<file path="src/design/deq_pkg.sv">
package deq_pkg;

    localparam int VALUE_W  = 32;
    localparam int OPCODE_W = 3;
    localparam int STATUS_W = 2;

    // Operation codes carried in the input tuser field.
    localparam logic [OPCODE_W-1:0] OP_PUSH_FRONT = 3'd0;
    localparam logic [OPCODE_W-1:0] OP_PUSH_BACK  = 3'd1;
    localparam logic [OPCODE_W-1:0] OP_POP_FRONT  = 3'd2;
    localparam logic [OPCODE_W-1:0] OP_POP_BACK   = 3'd3;
    localparam logic [OPCODE_W-1:0] OP_CLEAR      = 3'd4;
    localparam logic [OPCODE_W-1:0] OP_PEEK       = 3'd5;

    localparam logic [STATUS_W-1:0] ST_OK    = 2'd0;
    localparam logic [STATUS_W-1:0] ST_EMPTY = 2'd1;
    localparam logic [STATUS_W-1:0] ST_FULL  = 2'd2;

    // Commands from the controller to the datapath.
    typedef struct packed {
        logic take;     // latch the accepted item
        logic exec;     // update pointers, write the store, issue the pop read
        logic grab;     // capture the popped entry, issue front and back reads
        logic load;     // load the output register
    } t_deq_cmd;

endpackage

</file>
<file path="src/design/deq_ctrl.sv">
module deq_ctrl (
    input  logic              i_clk,
    input  logic              i_rst_n,
    input  logic              i_in_valid,
    output logic              o_in_ready,
    output logic              o_out_valid,
    input  logic              i_out_ready,
    output deq_pkg::t_deq_cmd o_cmd
);
    import deq_pkg::*;

    typedef enum logic [1:0] {
        S_IDLE,
        S_EXEC,
        S_READ,
        S_DONE
    } t_state;

    t_state r_state;
    logic   r_out_valid;
    logic   in_accept;
    logic   out_free;

    // No item is taken while reset is held.
    assign o_in_ready = (r_state == S_IDLE) && i_rst_n;
    assign in_accept  = i_in_valid && o_in_ready;
    assign out_free   = !r_out_valid || i_out_ready;

    always_comb begin
        o_cmd      = '0;
        o_cmd.take = in_accept;
        o_cmd.exec = (r_state == S_EXEC);
        o_cmd.grab = (r_state == S_READ);
        o_cmd.load = (r_state == S_DONE) && out_free;
    end

    always_ff @(posedge i_clk) begin
        if (!i_rst_n) begin
            r_state     <= S_IDLE;
            r_out_valid <= 1'b0;
        end else begin
            unique case (r_state)
                S_IDLE: begin
                    if (in_accept) begin
                        r_state <= S_EXEC;
                    end
                end
                S_EXEC: r_state <= S_READ;
                S_READ: r_state <= S_DONE;
                S_DONE: begin
                    if (out_free) begin
                        r_state <= S_IDLE;
                    end
                end
                default: r_state <= S_IDLE;
            endcase

            if (o_cmd.load) begin
                r_out_valid <= 1'b1;
            end else if (i_out_ready) begin
                r_out_valid <= 1'b0;
            end
        end
    end

    assign o_out_valid = r_out_valid;

    // A finished result must wait while the previous one is still unclaimed.
    a_hold_done: assert property (@(posedge i_clk) disable iff (!i_rst_n)
        (r_state == S_DONE && r_out_valid && !i_out_ready) |=> (r_state == S_DONE))
        else $error("result loaded over an unclaimed output");

    // A new result only appears as the sequence for an item completes.
    a_valid_src: assert property (@(posedge i_clk) disable iff (!i_rst_n)
        $rose(r_out_valid) |-> ($past(r_state) == S_DONE))
        else $error("output valid raised outside the completion step");

endmodule

</file>
<file path="config.mk">
export PLATFORM = sky130hd
export DESIGN_NAME = deq_ctrl
export DESIGN_NICKNAME = d
export VERILOG_FILES = /design/src/design/deq_pkg.sv /design/src/design/deq_ctrl.sv
export SDC_FILE = /design/constraint.sdc
export NUM_CORES = 1
export LEC_CHECK = 0
export BUFFER_PORTS_ARGS = -buffer_cell sky130_fd_sc_hd__clkbuf_2
export CORE_AREA = 5 5 42 44
export DETAILED_ROUTE_END_ITERATION = 16
export DIE_AREA = 0 0 47 49
export GPL_TIMING_DRIVEN = 0
export SETUP_SLACK_MARGIN = 0.3
export SLEW_MARGIN = 30
export SYNTH_ARGS = -nofsm -noshare
export SYNTH_HDL_FRONTEND = slang
export SYNTH_SLANG_ARGS = --single-unit
</file>
<file path="constraint.sdc">
create_clock -name i_clk -period 1.1 [get_ports i_clk]
set_input_delay 0.22 -clock i_clk [delete_from_list [all_inputs] [get_ports i_clk]]
set_output_delay 0.22 -clock i_clk [all_outputs]
set_load 0.05 [all_outputs]
</file>
==> run metrics <==
run status finished with violations; failing checks negative setup slack; Hold WC Path Type in -> reg; syn nets 33; yosys warns 0; Synth cell types 14; Buffers & Inverters on Critical Path 3; family with the most delay on the worst path flip-flops; Core Area ~1400 µm²; Diodes inserted 0; Placed Area about 370 µm²; Worst EP arrival approximately 1.2 ns; first-pass GRT wire length about 1200 µm; fin cells approximately 60; top cells by area, synth ha_1 26%, dfxtp_1 25%, a22oi_4 8.7%; layer with the highest usage met2; crit path cell chain inv_4 > ha_4 > and3_4 > buf_8 > clkbuf_16; Initial DRC Count 2; initial core utilization 17.4%; Startpoint Class flop; area of the multi-input gates ~220 µm²; average cell area after synthesis ~10 µm²; Synth Area in Simple Gates 21.5%; CP max-delay cell dfxtp_4; GP Congestion approximately 0.68; Vias about 230; fraction of synthesized area in multiplexers just over 8%; cell area after synthesis ~240 µm²; drt drc 0; crit path kind reg -> out; clock buffer depth 2; Max-Cap Viols 0; GRT overflow 0; final-stage net count between 50 and 60; clock buffer count from CTS 3; Switching Fraction 40.4%; Seq/Total Area, Yosys about a quarter; clock sink count 3; Setup WS post-layout -0.313 ns; Total GRT Usage 7.24%; drt total wl around 650 µm; met1 global-route usage 7.44%; Final ANT Viol Nets 0; Fmax between 700 and 800 MHz; CTS tree done; Comb pwr share between 70% and 80%; DP Wirelength approximately 430 µm; IO Port Bufs 9; register area between 70 and 80 µm²; Synth Area in Compound Gates 13.8%; pin count of the biggest net entering global routing 9; xor and xnor area share after synthesis 0%; fin area ~600 µm²; total power between 1.5 and 2 mW; setup_tns -1.38 ns; CP Capture Type primary output; largest area contributor in the netlist ha_1; Post-Syn Instances 24; DIE AREA around 2300 µm²; Slew @ Worst Pin around 0.17 ns; fill count roughly 150; Int Power approximately 1.0 mW; Setup Viol. Count Final 8; final hold vios 0; clk slew on worst S/H paths ~0.030 ns; Lkg Pwr ~0.25 nW; H-tree levels 1; CTS Hold Bufs 0; clock network fraction of total power a little over a tenth; peak supply drop around 1.2 mV; DRT Pass-1 Iters 2; M2 GR Usage a little over a tenth; Net Switching about 700 µW; CP Max Fanout 3; power share of the sequential group 13.3%; main combinational cell family by area after synthesis adder cells; Max Slew Vio Count 0; CP max stage delay 0.36 ns; Via-to-Cell Ratio ~3.8; drt wl/cell about 11 µm; Die Wd 47 µm; vias in the first global route around 280; layout cells sized above 1 between 80% and 90%; clock latency at the later pin of the worst-skew pair between 0.2 and 0.25 ns; WP data required approximately 0.88 ns; RSZ-0062 raised after global routing true; # IOs 10; chip height 49 µm; cell count after placement 49; grt met3 use ~5.5%; Synth Area in Adders 25.6%; initial antenna violation count 0; Cell Pwr Density about 2800 nW/µm²; clk_skew around 0.00026 ns; Seq cells post-synth 3; relative slew slack 88.9%; clk root buf clkbuf_4; Final Util between 40% and 50%; P&R area growth vs syn 143%; Row Count 14; Synth top area share between 20% and 30%; Final period util 128%; crit path time final about 1.4 ns
[worst paths after layout]
check / start / endpoint / slack [ns] / cells past startpoint
setup / recovery: r_state[1]$_SDFFE_PN0P_ / o_cmd[3] / -0.31 / 5
hold / removal: i_rst_n / o_out_valid$_SDFFE_PN0P_ / 0.31 / 2
setup reg to reg: r_state[1]$_SDFFE_PN0P_ / r_state[1]$_SDFFE_PN0P_ / -0.09 / 5
hold reg to reg: r_state[1]$_SDFFE_PN0P_ / r_state[1]$_SDFFE_PN0P_ / 0.62 / 3
[sequential cells by signal (all words and copies together) (netlist names)]
name / flops
r_state: 2
o_out_valid: 1
[cells in the mapped netlist]
library cell  number
nor2b_4            1
inv_1              2
buf_4              1
o21ai_0            1
nand2_2            1
and2_2             1
nand2_1            3
a22oi_4            1
o21a_1             1
nor2b_1            1
and3_2             1
mux2i_1            2
dfxtp_1            3
ha_1               5
[worst reg2reg max path, delay by kind of cell, from the launching register on]
family	cells	cell delay, ns
fa+ha+maj	1	0.15
flops	1	0.35
compound gates	1	0.18
mux	1	0.19
buf+inv	2	0.24
[stage by stage]
| stage | setup slack (ns) | hold slack (ns) |
|---|---|---|
| 6_report | -0.313 | 0.306 |
| 4_1_cts | -0.332 | 0.295 |
| 3_3_place_gp | -0.205 | 0.500 |
| 3_5_place_dp | -0.218 | 0.510 |
| 5_1_grt | -0.358 | 0.327 |
| 2_1_floorplan | 0.0188 | 0.337 |
[cells by family after synthesis]
group	after synthesis
multiplexers	2
buffers and inverters	3
AND/OR/NAND/NOR	8
adder cells (fa/ha/maj)	5
flip-flops	3
AO/OA/AOI/OAI	3
[metal layers]
metal / vias up / wire length [µm] / share of wire (%)
met4: 0 / 0 / 0
met5: - / 0 / 0
li1: 119 / - / -
met2: 10 / 314 / 48
met3: 0 / 75 / 12
met1: 103 / 261 / 40
[layout make-up]
class | instances | share of cell area, %
repair buffers | 17 | 38.3
multi-input cells | 18 | 37.2
clock buffers | 4 | 4.44
flip-flops and latches | 3 | 12.1
inverters | 2 | 2.11
plain buffers | 1 | 2.54
well taps | 16 | 3.38
[cells in the final DEF (no fill, tap or decap), drive strengths merged]
| cell | Yosys | layout |
|---|---|---|
| o21a | 1 | 1 |
| dfxtp | 3 | 3 |
| mux2i | 2 | 2 |
| a22oi | 1 | 1 |
| and3 | 1 | 1 |
| and2 | 1 | 1 |
| inv | 2 | 2 |
| clkbuf | 0 | 10 |
| nor2b | 2 | 2 |
| nand2 | 4 | 4 |
| ha | 5 | 5 |
| o21ai | 1 | 1 |
| buf | 1 | 12 |
[power by group through the flow]
stage / clock (mW) / sequential (mW) / combinational, mW
6_report: 0.185 / 0.224 / 1.27
4_1_cts: 0.194 / 0.234 / 1.17
2_1_floorplan: 0 / 0.251 / 0.621
3_5_place_dp: 0 / 0.251 / 0.741
5_1_grt: 0.207 / 0.235 / 1.36
3_3_place_gp: 0 / 0.251 / 0.720
[timing repair]
action | 4_1_cts | 5_1_grt
setup endpoints to repair | 9 | 9
pin swaps | 3 | 3
setup buffers | 6 | 2
gates resized for setup | 19 | 6
endpoints found under the hold margin | 0 | 0
No activity file was read; power rests on OpenSTA's default activity.
